**src/hdl/tcpf_pkg.sv**
```systemverilog
// Shared types, constants and helper functions of the true-colour pixel formatter.
`default_nettype none

package tcpf_pkg;

   // Field widths
   localparam int unsigned CHAN_W  = 8;
   localparam int unsigned MAX_W   = 16;
   localparam int unsigned SHIFT_W = 5;
   localparam int unsigned FMT_W   = 3;
   localparam int unsigned PROD_W  = CHAN_W + MAX_W;
   localparam int unsigned WORD_W  = 32;
   localparam int unsigned COUNT_W = 3;
   localparam int unsigned CSR_IDX_W  = 3;
   localparam int unsigned CSR_DATA_W = MAX_W;

   // Register indexes
   localparam logic [CSR_IDX_W-1:0] CSR_RED_MAX     = 3'd0;
   localparam logic [CSR_IDX_W-1:0] CSR_GREEN_MAX   = 3'd1;
   localparam logic [CSR_IDX_W-1:0] CSR_BLUE_MAX    = 3'd2;
   localparam logic [CSR_IDX_W-1:0] CSR_RED_SHIFT   = 3'd3;
   localparam logic [CSR_IDX_W-1:0] CSR_GREEN_SHIFT = 3'd4;
   localparam logic [CSR_IDX_W-1:0] CSR_BLUE_SHIFT  = 3'd5;
   localparam logic [CSR_IDX_W-1:0] CSR_FORMAT      = 3'd6;
   localparam logic [CSR_IDX_W-1:0] CSR_COMPACT     = 3'd7;

   // Register reset values
   localparam logic [MAX_W-1:0]   RED_MAX_RST     = 16'd255;
   localparam logic [MAX_W-1:0]   GREEN_MAX_RST   = 16'd255;
   localparam logic [MAX_W-1:0]   BLUE_MAX_RST    = 16'd255;
   localparam logic [SHIFT_W-1:0] RED_SHIFT_RST   = 5'd0;
   localparam logic [SHIFT_W-1:0] GREEN_SHIFT_RST = 5'd8;
   localparam logic [SHIFT_W-1:0] BLUE_SHIFT_RST  = 5'd16;
   localparam logic [FMT_W-1:0]   FORMAT_RST      = 3'd5;

   // Pixel size codes (format_code[2:1]); code three behaves as 32 bits
   localparam logic [1:0] SIZE_8  = 2'd0;
   localparam logic [1:0] SIZE_16 = 2'd1;

   // Wire byte counts
   localparam logic [COUNT_W-1:0] COUNT_1 = 3'd1;
   localparam logic [COUNT_W-1:0] COUNT_2 = 3'd2;
   localparam logic [COUNT_W-1:0] COUNT_3 = 3'd3;
   localparam logic [COUNT_W-1:0] COUNT_4 = 3'd4;

   // Scale divisor
   localparam logic [PROD_W:0] CHAN_FULL = 25'd255;

   // Load enables of the four pipeline stages
   typedef struct packed {
      logic s1;
      logic s2;
      logic s3;
      logic s4;
   } stage_en_type;

   // Output format control
   typedef struct packed {
      logic [1:0] size;
      logic       big;
      logic       compact;
      logic       drop_first;
      logic       drop_last;
   } fmt_ctrl_type;

   // Shift a 16-bit value into the 32-bit pixel word, losing bits past bit 31
   function automatic logic [WORD_W-1:0] place(input logic [MAX_W-1:0] v,
                                              input logic [SHIFT_W-1:0] sh);
      logic [WORD_W-1:0] wide;
      wide = {{(WORD_W-MAX_W){1'b0}}, v};
      return wide << sh;
   endfunction

   // Reverse the four bytes of a word
   function automatic logic [WORD_W-1:0] swap32(input logic [WORD_W-1:0] w);
      return {w[7:0], w[15:8], w[23:16], w[31:24]};
   endfunction

endpackage

`default_nettype wire

```
**src/hdl/tcpf_if.sv**
```systemverilog
// Valid/ready channel interfaces for pixel requests and wire-byte responses.
`default_nettype none

interface tcpf_req_if;
   logic                         valid;
   logic                         ready;
   logic [tcpf_pkg::CHAN_W-1:0]  red_in;
   logic [tcpf_pkg::CHAN_W-1:0]  green_in;
   logic [tcpf_pkg::CHAN_W-1:0]  blue_in;

   modport source (output valid, red_in, green_in, blue_in, input ready);
   modport sink   (input valid, red_in, green_in, blue_in, output ready);
endinterface

interface tcpf_rsp_if;
   logic                          valid;
   logic                          ready;
   logic [tcpf_pkg::WORD_W-1:0]   wire_bytes;
   logic [tcpf_pkg::COUNT_W-1:0]  byte_count;

   modport source (output valid, wire_bytes, byte_count, input ready);
   modport sink   (input valid, wire_bytes, byte_count, output ready);
endinterface

`default_nettype wire

```
**src/hdl/true_color_pixel_formatter.sv**
```systemverilog
// Top level of the true-colour pixel formatter: registers, pipeline control, datapath.
//
// Usage: one RGB pixel (8 bits a channel) is a transfer on req_chan; the result on
// rsp_chan carries the wire bytes (first sent byte in bits 7:0, unused upper bytes
// zero) and their count, 1 to 4. Every pixel gives exactly one result, in order.
// The client format is set through the csr_ write port: per-channel maximum and
// shift, format code (2*size + big-endian) and the compact three-byte rule. Write
// the registers only while no pixel is in flight.
// Stages: four register stages (multiply, quotient estimate, quotient correction,
// packing and byte order); rsp valid rises once a pixel has passed all four.
// Throughput: one pixel per clock while rsp ready is high; each stage holds its
// own valid bit.
// Stalls: when rsp ready is low the full stages hold their data, empty stages
// ahead still fill, and req ready drops only once all four stages are full.
// Nothing is lost or repeated.
// Reset (synchronous, active high) empties the pipeline and restores the
// registers to 255/255/255, shifts 0/8/16, 32-bit big-endian, compact off.
`default_nettype none

module true_color_pixel_formatter (
   input  wire                              clock,
   input  wire                              reset,
   tcpf_req_if.sink                         req_chan,
   tcpf_rsp_if.source                       rsp_chan,
   input  wire                              csr_wr_en,
   input  wire [tcpf_pkg::CSR_IDX_W-1:0]    csr_index,
   input  wire [tcpf_pkg::CSR_DATA_W-1:0]   csr_wdata
);

   logic [tcpf_pkg::MAX_W-1:0]   red_max_ff, green_max_ff, blue_max_ff;
   logic [tcpf_pkg::SHIFT_W-1:0] red_shift_ff, green_shift_ff, blue_shift_ff;
   logic [tcpf_pkg::FMT_W-1:0]   format_ff;
   logic                         compact_ff;
   logic                         drop_first_ff, drop_first_in;
   logic                         drop_last_ff, drop_last_in;
   logic [tcpf_pkg::WORD_W-1:0]  mask_raw, mask_wire;
   logic [3:0]                   valid_ff, valid_in;
   logic [3:0]                   rdy;
   tcpf_pkg::stage_en_type       en;
   tcpf_pkg::fmt_ctrl_type       ctrl;
   logic [tcpf_pkg::MAX_W-1:0]   red_scaled, green_scaled, blue_scaled;

   // Configuration registers
   always_ff @(posedge clock) begin
      if (reset) begin
         red_max_ff     <= tcpf_pkg::RED_MAX_RST;
         green_max_ff   <= tcpf_pkg::GREEN_MAX_RST;
         blue_max_ff    <= tcpf_pkg::BLUE_MAX_RST;
         red_shift_ff   <= tcpf_pkg::RED_SHIFT_RST;
         green_shift_ff <= tcpf_pkg::GREEN_SHIFT_RST;
         blue_shift_ff  <= tcpf_pkg::BLUE_SHIFT_RST;
         format_ff      <= tcpf_pkg::FORMAT_RST;
         compact_ff     <= 1'b0;
      end else if (csr_wr_en) begin
         case (csr_index)
            tcpf_pkg::CSR_RED_MAX:     red_max_ff     <= csr_wdata;
            tcpf_pkg::CSR_GREEN_MAX:   green_max_ff   <= csr_wdata;
            tcpf_pkg::CSR_BLUE_MAX:    blue_max_ff    <= csr_wdata;
            tcpf_pkg::CSR_RED_SHIFT:   red_shift_ff   <= csr_wdata[tcpf_pkg::SHIFT_W-1:0];
            tcpf_pkg::CSR_GREEN_SHIFT: green_shift_ff <= csr_wdata[tcpf_pkg::SHIFT_W-1:0];
            tcpf_pkg::CSR_BLUE_SHIFT:  blue_shift_ff  <= csr_wdata[tcpf_pkg::SHIFT_W-1:0];
            tcpf_pkg::CSR_FORMAT:      format_ff      <= csr_wdata[tcpf_pkg::FMT_W-1:0];
            tcpf_pkg::CSR_COMPACT:     compact_ff     <= csr_wdata[0];
            default: ;
         endcase
      end
   end

   // Channel mask in wire order; decides which byte the compact rule drops
   assign mask_raw = tcpf_pkg::place(red_max_ff, red_shift_ff)
                   | tcpf_pkg::place(green_max_ff, green_shift_ff)
                   | tcpf_pkg::place(blue_max_ff, blue_shift_ff);
   assign mask_wire     = format_ff[0] ? tcpf_pkg::swap32(mask_raw) : mask_raw;
   assign drop_first_in = (mask_wire[7:0] == 8'd0);
   assign drop_last_in  = (mask_wire[31:24] == 8'd0);

   always_ff @(posedge clock) begin
      if (reset) begin
         drop_first_ff <= 1'b0;
         drop_last_ff  <= 1'b0;
      end else begin
         drop_first_ff <= drop_first_in;
         drop_last_ff  <= drop_last_in;
      end
   end

   // Pipeline flow control: a stage takes new data when empty or when it moves on
   assign rdy[3] = !valid_ff[3] || rsp_chan.ready;
   assign rdy[2] = !valid_ff[2] || rdy[3];
   assign rdy[1] = !valid_ff[1] || rdy[2];
   assign rdy[0] = !valid_ff[0] || rdy[1];

   assign en.s1 = rdy[0] && req_chan.valid;
   assign en.s2 = rdy[1] && valid_ff[0];
   assign en.s3 = rdy[2] && valid_ff[1];
   assign en.s4 = rdy[3] && valid_ff[2];

   assign valid_in[0] = rdy[0] ? req_chan.valid : valid_ff[0];
   assign valid_in[1] = rdy[1] ? valid_ff[0]    : valid_ff[1];
   assign valid_in[2] = rdy[2] ? valid_ff[1]    : valid_ff[2];
   assign valid_in[3] = rdy[3] ? valid_ff[2]    : valid_ff[3];

   always_ff @(posedge clock) begin
      if (reset) begin
         valid_ff <= 4'b0;
      end else begin
         valid_ff <= valid_in;
      end
   end

   // Channel scaling, stages 1 to 3
   tcpf_chan u_red (
      .clock     (clock),
      .en        (en),
      .value     (req_chan.red_in),
      .max_value (red_max_ff),
      .scaled    (red_scaled)
   );

   tcpf_chan u_green (
      .clock     (clock),
      .en        (en),
      .value     (req_chan.green_in),
      .max_value (green_max_ff),
      .scaled    (green_scaled)
   );

   tcpf_chan u_blue (
      .clock     (clock),
      .en        (en),
      .value     (req_chan.blue_in),
      .max_value (blue_max_ff),
      .scaled    (blue_scaled)
   );

   // Packing and byte order, stage 4
   assign ctrl.size       = format_ff[2:1];
   assign ctrl.big        = format_ff[0];
   assign ctrl.compact    = compact_ff;
   assign ctrl.drop_first = drop_first_ff;
   assign ctrl.drop_last  = drop_last_ff;

   tcpf_fmt u_fmt (
      .clock        (clock),
      .load         (en.s4),
      .red_scaled   (red_scaled),
      .green_scaled (green_scaled),
      .blue_scaled  (blue_scaled),
      .red_shift    (red_shift_ff),
      .green_shift  (green_shift_ff),
      .blue_shift   (blue_shift_ff),
      .ctrl         (ctrl),
      .wire_bytes   (rsp_chan.wire_bytes),
      .byte_count   (rsp_chan.byte_count)
   );

   assign req_chan.ready = rdy[0];
   assign rsp_chan.valid = valid_ff[3];

   // Checks
   a_count_range: assert property (@(posedge clock) disable iff (reset)
      rsp_chan.valid |-> (rsp_chan.byte_count == tcpf_pkg::COUNT_1 ||
                          rsp_chan.byte_count == tcpf_pkg::COUNT_2 ||
                          rsp_chan.byte_count == tcpf_pkg::COUNT_3 ||
                          rsp_chan.byte_count == tcpf_pkg::COUNT_4))
      else $error("byte count out of range");

   a_three_only_compact: assert property (@(posedge clock) disable iff (reset)
      (rsp_chan.valid && rsp_chan.byte_count == tcpf_pkg::COUNT_3) |-> compact_ff)
      else $error("three-byte result without compact mode");

   a_upper_bytes_zero: assert property (@(posedge clock) disable iff (reset)
      rsp_chan.valid |->
         ((rsp_chan.byte_count != tcpf_pkg::COUNT_1 || rsp_chan.wire_bytes[31:8] == 24'd0) &&
          (rsp_chan.byte_count != tcpf_pkg::COUNT_2 || rsp_chan.wire_bytes[31:16] == 16'd0) &&
          (rsp_chan.byte_count != tcpf_pkg::COUNT_3 || rsp_chan.wire_bytes[31:24] == 8'd0)))
      else $error("bytes above the byte count are not zero");

   a_full_stall: assert property (@(posedge clock) disable iff (reset)
      (valid_ff == 4'b1111 && !rsp_chan.ready) |-> !req_chan.ready)
      else $error("request taken while the pipeline is full and stalled");

endmodule

`default_nettype wire

```
**src/hdl/tcpf_chan.sv**
```systemverilog
// One colour channel: multiply by the client maximum and divide by 255 over three stages.
`default_nettype none

module tcpf_chan (
   input  wire                          clock,
   input  tcpf_pkg::stage_en_type       en,
   input  wire [tcpf_pkg::CHAN_W-1:0]   value,
   input  wire [tcpf_pkg::MAX_W-1:0]    max_value,
   output logic [tcpf_pkg::MAX_W-1:0]   scaled
);

   logic [tcpf_pkg::PROD_W-1:0] prod_ff, prod_in;
   logic [tcpf_pkg::PROD_W-1:0] prod2_ff;
   logic [tcpf_pkg::MAX_W-1:0]  quot_ff, quot_in;
   logic [tcpf_pkg::MAX_W-1:0]  scaled_ff, scaled_in;
   logic [tcpf_pkg::PROD_W:0]   est_sum;
   logic [tcpf_pkg::PROD_W:0]   rem;

   // Stage 1: 8 x 16 product
   assign prod_in = tcpf_pkg::PROD_W'(value) * tcpf_pkg::PROD_W'(max_value);

   // Stage 2: quotient estimate p/256 * (1 + 1/256 + 1/65536), low by at most one
   assign est_sum = {1'b0, prod_ff}
                  + {9'b0, prod_ff[tcpf_pkg::PROD_W-1:8]}
                  + {17'b0, prod_ff[tcpf_pkg::PROD_W-1:16]};
   assign quot_in = est_sum[tcpf_pkg::PROD_W-1:8];

   // Stage 3: remainder check corrects the estimate
   assign rem = {1'b0, prod2_ff} - {1'b0, quot_ff, 8'b0}
              + {{(tcpf_pkg::PROD_W+1-tcpf_pkg::MAX_W){1'b0}}, quot_ff};
   assign scaled_in = (rem >= tcpf_pkg::CHAN_FULL) ? quot_ff + 16'd1 : quot_ff;

   always_ff @(posedge clock) begin
      if (en.s1) begin
         prod_ff <= prod_in;
      end
      if (en.s2) begin
         prod2_ff <= prod_ff;
         quot_ff  <= quot_in;
      end
      if (en.s3) begin
         scaled_ff <= scaled_in;
      end
   end

   assign scaled = scaled_ff;

endmodule

`default_nettype wire

```
**src/hdl/tcpf_fmt.sv**
```systemverilog
// Final stage: place the channels in the pixel word, cut it to size and order the wire bytes.
`default_nettype none

module tcpf_fmt (
   input  wire                            clock,
   input  wire                            load,
   input  wire [tcpf_pkg::MAX_W-1:0]      red_scaled,
   input  wire [tcpf_pkg::MAX_W-1:0]      green_scaled,
   input  wire [tcpf_pkg::MAX_W-1:0]      blue_scaled,
   input  wire [tcpf_pkg::SHIFT_W-1:0]    red_shift,
   input  wire [tcpf_pkg::SHIFT_W-1:0]    green_shift,
   input  wire [tcpf_pkg::SHIFT_W-1:0]    blue_shift,
   input  tcpf_pkg::fmt_ctrl_type         ctrl,
   output logic [tcpf_pkg::WORD_W-1:0]    wire_bytes,
   output logic [tcpf_pkg::COUNT_W-1:0]   byte_count
);

   logic [tcpf_pkg::WORD_W-1:0]  pix;
   logic [tcpf_pkg::WORD_W-1:0]  wire_ff, wire_in;
   logic [tcpf_pkg::COUNT_W-1:0] count_ff, count_in;

   // Pixel word
   assign pix = tcpf_pkg::place(red_scaled, red_shift)
              | tcpf_pkg::place(green_scaled, green_shift)
              | tcpf_pkg::place(blue_scaled, blue_shift);

   // Size cut, byte order and compact rule
   always_comb begin
      wire_in  = pix;
      count_in = tcpf_pkg::COUNT_4;
      case (ctrl.size)
         tcpf_pkg::SIZE_8: begin
            wire_in  = {24'b0, pix[7:0]};
            count_in = tcpf_pkg::COUNT_1;
         end
         tcpf_pkg::SIZE_16: begin
            wire_in  = ctrl.big ? {16'b0, pix[7:0], pix[15:8]} : {16'b0, pix[15:0]};
            count_in = tcpf_pkg::COUNT_2;
         end
         default: begin
            wire_in  = ctrl.big ? tcpf_pkg::swap32(pix) : pix;
            count_in = tcpf_pkg::COUNT_4;
            if (ctrl.compact && ctrl.drop_first) begin
               wire_in  = wire_in >> 8;
               count_in = tcpf_pkg::COUNT_3;
            end else if (ctrl.compact && ctrl.drop_last) begin
               wire_in  = {8'b0, wire_in[23:0]};
               count_in = tcpf_pkg::COUNT_3;
            end
         end
      endcase
   end

   always_ff @(posedge clock) begin
      if (load) begin
         wire_ff  <= wire_in;
         count_ff <= count_in;
      end
   end

   assign wire_bytes = wire_ff;
   assign byte_count = count_ff;

endmodule

`default_nettype wire

```
**src/flat_wrapper.sv**
```systemverilog
// flat-port wrapper written by rule: the top's interface ports become plain ports
module true_color_pixel_formatter_flat 
  (clock, reset, csr_wr_en, csr_index, csr_wdata, req_chan_valid, req_chan_red_in, req_chan_green_in, req_chan_blue_in, req_chan_ready, rsp_chan_valid, rsp_chan_wire_bytes, rsp_chan_byte_count, rsp_chan_ready);
  tcpf_req_if req_chan_i ();
  tcpf_rsp_if rsp_chan_i ();
  input  wire clock;
  input  wire reset;
  input  wire csr_wr_en;
  input  wire [tcpf_pkg::CSR_IDX_W-1:0] csr_index;
  input  wire [tcpf_pkg::CSR_DATA_W-1:0] csr_wdata;
  input wire logic [$bits(req_chan_i.valid)-1:0] req_chan_valid;
  input wire logic [$bits(req_chan_i.red_in)-1:0] req_chan_red_in;
  input wire logic [$bits(req_chan_i.green_in)-1:0] req_chan_green_in;
  input wire logic [$bits(req_chan_i.blue_in)-1:0] req_chan_blue_in;
  output wire logic [$bits(req_chan_i.ready)-1:0] req_chan_ready;
  output wire logic [$bits(rsp_chan_i.valid)-1:0] rsp_chan_valid;
  output wire logic [$bits(rsp_chan_i.wire_bytes)-1:0] rsp_chan_wire_bytes;
  output wire logic [$bits(rsp_chan_i.byte_count)-1:0] rsp_chan_byte_count;
  input wire logic [$bits(rsp_chan_i.ready)-1:0] rsp_chan_ready;
  assign req_chan_i.valid = req_chan_valid;
  assign req_chan_i.red_in = req_chan_red_in;
  assign req_chan_i.green_in = req_chan_green_in;
  assign req_chan_i.blue_in = req_chan_blue_in;
  assign req_chan_ready = req_chan_i.ready;
  assign rsp_chan_valid = rsp_chan_i.valid;
  assign rsp_chan_wire_bytes = rsp_chan_i.wire_bytes;
  assign rsp_chan_byte_count = rsp_chan_i.byte_count;
  assign rsp_chan_i.ready = rsp_chan_ready;
  true_color_pixel_formatter u_core (.clock(clock), .reset(reset), .req_chan(req_chan_i), .rsp_chan(rsp_chan_i), .csr_wr_en(csr_wr_en), .csr_index(csr_index), .csr_wdata(csr_wdata));
endmodule
```
**config.mk**
```make
export PLATFORM = sky130hd
export DESIGN_NAME = true_color_pixel_formatter_flat
export DESIGN_NICKNAME = d
export VERILOG_FILES = /design/src/hdl/tcpf_pkg.sv /design/src/hdl/tcpf_if.sv /design/src/hdl/true_color_pixel_formatter.sv /design/src/hdl/tcpf_chan.sv /design/src/hdl/tcpf_fmt.sv /design/src/flat_wrapper.sv
export SDC_FILE = /design/constraint.sdc
export NUM_CORES = 2
export LEC_CHECK = 0
export ABC_CLOCK_PERIOD_IN_PS = 15900
export BUFFER_PORTS_ARGS = -buffer_cell sky130_fd_sc_hd__clkbuf_2
export CORE_ASPECT_RATIO = 2
export CORE_UTILIZATION = 28
export DETAILED_ROUTE_END_ITERATION = 6
export GPL_TIMING_DRIVEN = 0
export PLACE_DENSITY = 0.47
export SLEW_MARGIN = 10
export SYNTH_ARGS = -nofsm -noshare
export SYNTH_HDL_FRONTEND = slang
export SYNTH_HIERARCHICAL = 1
export SYNTH_SLANG_ARGS = --single-unit
```
**constraint.sdc**
```tcl
create_clock -name clock -period 15.9 [get_ports clock]
set_input_delay 1.59 -clock clock [delete_from_list [all_inputs] [get_ports clock]]
set_output_delay 1.59 -clock clock [all_outputs]
set_load 0.03 [all_outputs]
```
; ---- After elaboration in Yosys (flattened, before gate mapping)
; Index checks and enable logic that the tools add are counted.
[totals]
reg_bits = 348
elab_cells = 105
out_inout_bits = 37
inputBits = 48
[op_classes]
reduce_logical = 26
n_mul = 3
add_sub_neg = 15
order_cmp = 3
n_mux = 12
n_shift = 6
n_bitwise = 4
eq_ne = 8
[op_table]
columns = operator, count
row1 = $shl A16 B5 Y32, 6
row2 = $mux W32, 4
row3 = $or A32 B32 Y32, 4
row4 = $add A25 B16 Y25, 3
row5 = $ge A25 B8 Y1 const B, 3
row6 = $sub A24 B24 Y25, 3
row7 = $add A24 B16 Y24, 3
row8 = $add A24 B8 Y24, 3
row9 = $mul A8 B16 Y24, 3
row10 = $mux W16, 4
row11 = $pmux W32 S2, 1
row12 = $add A16 B1 Y16 const B, 3
row13 = $logic_not A8 Y1, 2
row14 = $reduce_and A2 Y1, 8
row15 = $eq A3 B3 Y1 const B, 4
row16 = $eq A3 B2 Y1 const B, 2
row17 = $logic_and A1 B1 Y1, 6
row18 = $mux W3, 2
row19 = $pmux W3 S2, 1
row20 = $logic_not A1 Y1, 4
row21 = $logic_or A1 B1 Y1, 4
row22 = $eq A3 B1 Y1 const B, 1
row23 = $logic_not A3 Y1, 1
row24 = $eq A2 B1 Y1 const B, 1
row25 = $logic_not A2 Y1, 1

; ---- Depth between registers and ports, before layout
[logic_depth]
ltp_word = 7
depth_mapped = 22
mapped_depth_nobuf = 21

; ---- Cells and area by module
; Netlist, hierarchy kept.
[by_module_without_submodules]
columns = mod, instances, area_per_inst_um2, cells_per_inst, seq_area_each_um2
row1 = tcpf_chan (u_core.u_red), 1, 9405.3, 943, 2402.3
row2 = tcpf_chan (u_core.u_blue), 1, 9386.5, 937, 2402.3
row3 = tcpf_chan (u_core.u_green), 1, 9340.2, 939, 2402.3
row4 = tcpf_fmt, 1, 6094.6, 684, 1051.0
row5 = true_color_pixel_formatter, 1, 4799.6, 624, 1461.4

; ---- Worst setup path before layout
; Ideal clock, no wire load.
[synth_timing]
path_type = input port to flip-flop
startpoint = in rsp_chan_ready
endpoint = reg u_core/u_blue/prod2_ff[0] (netlist bit) (enable)
cell_stages = 3
setup_ns = 0.615
arrival_ns = 7.189
required_time_ns = 15.285
slack_ns = 8.096
path_cell_list = nor2b_1 > and3_1 > nor2b_1
[synth_lines]
columns = item, line
row1 = start: declaration, flat_wrapper.sv:19  ; input wire logic [$bits(rsp_chan_i.ready)-1:0] rsp_chan_ready;
row2 = end signal: assignment, tcpf_chan.sv:38  ; prod2_ff <= prod_ff;
row3 = end: declaration, tcpf_chan.sv:13  ; logic [tcpf_pkg::PROD_W-1:0] prod2_ff;

; ---- Final worst setup path
[layout_timing]
startpoint = in req_chan_green_in[2]
endpoint = reg u_core/u_green/prod_ff[22] (netlist bit) (data pin)
[layout_between]
elab_chain_len = 1
[layout_lines]
columns = item, line
row1 = start: declaration, flat_wrapper.sv:13  ; input wire logic [$bits(req_chan_i.green_in)-1:0] req_chan_green_in;
row2 = $mul A8 B16 Y24, tcpf_chan.sv:20  ; assign prod_in = tcpf_pkg::PROD_W'(value) * tcpf_pkg::PROD_W'(max_value);
row3 = "net u_core.u_green.prod_in, one bit", tcpf_chan.sv:12  ; logic [tcpf_pkg::PROD_W-1:0] prod_ff, prod_in;
row4 = end signal: assignment, tcpf_chan.sv:35  ; prod_ff <= prod_in;
row5 = end: declaration, tcpf_chan.sv:12
; The timed path passes the listed nets, and every way through them passes these cells.
; A chain may end at the register's enable or synchronous reset.

==> results.ini <==
[run_status]
outcome = complete, but fails checks
violations = DRC

[yosys]
ys_top_cells_by_count = inv_1, and2_1, ha_1, nand2_1, fa_1
yosysUniqueCellTypes = 110
synth_edf_count = 275
yosysSeqAreaShare = 0.2490
postSynthAreaPerCell_um2 = 9.456
syn_nets = 4796
syn_inst = 4127
ys_ff_latch = 348
yosys.area.top_type = edfxtp_1
async_reset_ff_frac = 0
synth.yosys.warnings = 6
ys.flop_type = edfxtp_1
synth_top_area_frac = 0.2116
synth_area_leaders = edfxtp_1, fa_1, ha_1, and2_1, inv_1
yosysMostFrequentCell = inv_1
syn_area_um2 = 39030

[global_routing]
grt_pass1_vias = 32770
grt_max_degree = 33
grt_overflow = 0
antenna_found_initial = 2
grt_pass1_wl_um = 197100
track_usage = 0.1840

[die]
ios = 85
die_w_um = 266.0
core-area_um2 = 138400
fp-row-count = 193
dieArea_um2 = 141000
die_h_um = 530.0
initial_core_util = 0.2820

[power]
power.density_nw_per_um2 = 137.7
fin_total_pwr_w = 0.005971
leakagePower_nw = 18.39
irDropWorstVdd_v = 0.00007486

[clock_tree]
clock_latency_ns = 0.63
cts_made_buffers = 39
cts_buffer_depth = 3
cts_setup_buffers = 0
cts_resized = 0
cts_max_level = 2
path_clk_slew_ns = 0.06
cts_tree = yes
clockRootBuffer = clkbuf_16
ctsHoldBuffers = 0
numClockSinks = 348

[route]
viasPerCell = 5.049
met2WireLength_um = 72510
drtPass1Iterations = 7
drtIter0Drc = 1519
routed-wl-met3_um = 3744
route.detailed.drc = 1
m1WireLength_um = 44640
ant_nets = 0
drt-total-wl_um = 130200
wl_per_cell_um = 21.19
highest_layer = met4
vias = 31020

[worst_setup_path]
cp_common_cell = inv_1
slowest_stage = fa_1
cp-end-kind = flip-flop
reg2reg_depth = 17
reg2reg_from = u_core/blue_max_ff[0]
rr_endpoint = u_core/u_blue/prod_ff[22]
arrival_ns = 7.16
critPathLaunchType = primary input
required_ns = 16.28
cp_cell_sequence = clkbuf_2, clkbuf_1, and2_1, ha_1, inv_1, fa_1, inv_1, ha_1, inv_1, fa_1, inv_1, ha_1, a21o_1, a21oi_1, nor2b_1, o21a_1, o41ai_1, o21ai_0, o211a_1, and4_1, o31a_1, nor2_1, xnor2_1
cp_max_fo = 10
path_class = primary input to flip-flop
cp_slowest_stage_delay_ns = 0.59
rrSetupSlack_ns = 10.02

[layout]
area_delta_synth_final_pct = 11.12
final_util = 0.3134
multiInputGateArea_um2 = 26580
layout-drive-gt1-share = 0.08465
seq_area_um2 = 9719
fill_cells = 14450
nNetsFinal = 4927

[run]
max-cap-violations = 0

[timing]
setup_viol = 0
tightest_slew_ns = 1.130
report.final.hold_viol_count = 0
final.min_clock_period_ns = 6.778
slew_headroom = 0.2364
fin_worst_skew_ns = 0.03518
rsz0062_at_grt = no
drv_slew = 0
period_share = 0.4263
tns_ns = 0
fmax_ghz = 0.1475
setup_ws_ns = 9.122

[worst_hold_path]
hold_start = u_core/u_green/prod_ff[6]
hold_end = u_core/u_green/prod2_ff[6]
hp-class = flip-flop to flip-flop
hold_depth = 0

[place]
pre_cts_ws_ns = 8.426
place.gp.congestion = 0.9569
portBuffers = 81
dp_hpwl_um = 108800

metrics by stage:
stage / cells / hold slack [ns] / cell area (um^2)
4_1_cts: 6140 / 0.4950 / 43360
6_report: 6143 / 0.4948 / 43360
2_1_floorplan: 4127 / 0.4334 / 39030
5_1_grt: 6141 / 0.5185 / 43360
3_3_place_gp: 6060 / 0.4556 / 41750
3_5_place_dp: 6069 / 0.4778 / 41990
sequential cells by signal, summed over array words and instances (netlist names), 24 cells and up:
signal,flops
u_core/u_red/prod_ff,24
u_core/u_blue/prod_ff,24
u_core/u_red/prod2_ff,24
u_core/u_green/prod_ff,24
u_core/u_blue/prod2_ff,24
u_core/u_fmt/wire_bytes,32
u_core/u_green/prod2_ff,24
report_power, final:
| part | switching (W) | leakage (nW) | internal (W) |
|---|---|---|---|
| combinational | 0.00205 | 14.5 | 0.00147 |
| clock | 0.000421 | 0.663 | 0.000561 |
| sequential | 0.000193 | 3.20 | 0.00127 |
metal layers:
| metal | track usage | vias to the layer above |
|---|---|---|
| met5 | 0 | - |
| met4 | 0.1244 | 0 |
| met3 | 0.01555 | 357 |
| met2 | 0.3677 | 819 |
| met1 | 0.1740 | 15180 |
| li1 | - | 14660 |
placed cells by master, fill, tap and decap left out, types with 19 or more instances in the layout:
master / netlist / final
nor2b_1: 46 / 44
o21ai_0: 96 / 96
xnor2_1: 127 / 127
mux4_2: 49 / 49
o22ai_1: 31 / 31
nor3_1: 90 / 90
a211oi_1: 33 / 33
mux2_2: 42 / 42
and2_1: 340 / 340
nand3_1: 66 / 66
clkbuf_16: 0 / 39
fa_1: 297 / 297
nor3b_1: 19 / 19
mux2i_1: 108 / 108
a31oi_1: 24 / 24
or3_1: 23 / 23
nand2_1: 324 / 324
clkbuf_1: 81 / 84
ha_1: 324 / 324
clkbuf_2: 0 / 81
o211ai_1: 31 / 31
a21oi_1: 170 / 169
a211o_1: 24 / 24
dfxtp_1: 73 / 73
nor4_1: 36 / 36
nand3b_1: 29 / 29
nand2b_1: 45 / 45
edfxtp_1: 275 / 275
xor2_1: 35 / 35
nand4_1: 30 / 30
o31ai_1: 22 / 22
inv_1: 539 / 539
nor2_1: 254 / 254
a21o_1: 42 / 42
o21a_1: 31 / 31
buf_2: 30 / 30
critical path, delay by kind of cell:
kind | cells | cell delay [ns]
simple gates | 4 | 0.65
buf+inv | 6 | 0.95
compound gates | 7 | 2.09
fa+ha+maj | 5 | 1.81
xor+xnor | 1 | 0.07
worst max-delay path by stage:
stage,start,to,depth (start not counted)
5_1_grt,req_chan_green_in[2],u_core/u_green/prod_ff[22],23
3_3_place_gp,rsp_chan_ready,u_core/u_blue/prod2_ff[0],4
2_1_floorplan,rsp_chan_ready,u_core/u_blue/prod2_ff[0],3
4_1_cts,req_chan_green_in[2],u_core/u_green/prod_ff[22],23
3_5_place_dp,req_chan_green_in[2],u_core/u_green/prod_ff[22],23
6_report,req_chan_green_in[2],u_core/u_green/prod_ff[22],23
area by class of cell:
cell class / count / share of cell area
inverters: 546 / 0.04726
clock buffers: 42 / 0.02277
diodes: 3 / 0.0001731
multi-input cells: 3093 / 0.6130
flip-flops and latches: 348 / 0.2241
repair buffers: 90 / 0.01402
well taps: 1852 / 0.05344
plain buffers: 140 / 0.01639
clock inverters: 29 / 0.008771
cell families (layout without fill, tap and decap cells):
logic type | count (synthesis) | count (layout) | synth area share
flops | 348 | 348 | 0.2490
xor+xnor | 162 | 162 | 0.03636
buf+inv | 686 | 847 | 0.07073
mux | 210 | 210 | 0.07297
other cells | 0 | 3 | 0
simple gates | 1386 | 1386 | 0.1870
fa+ha+maj | 621 | 621 | 0.2562
compound gates | 714 | 714 | 0.1277
No activity file was read; power rests on OpenSTA's default activity.
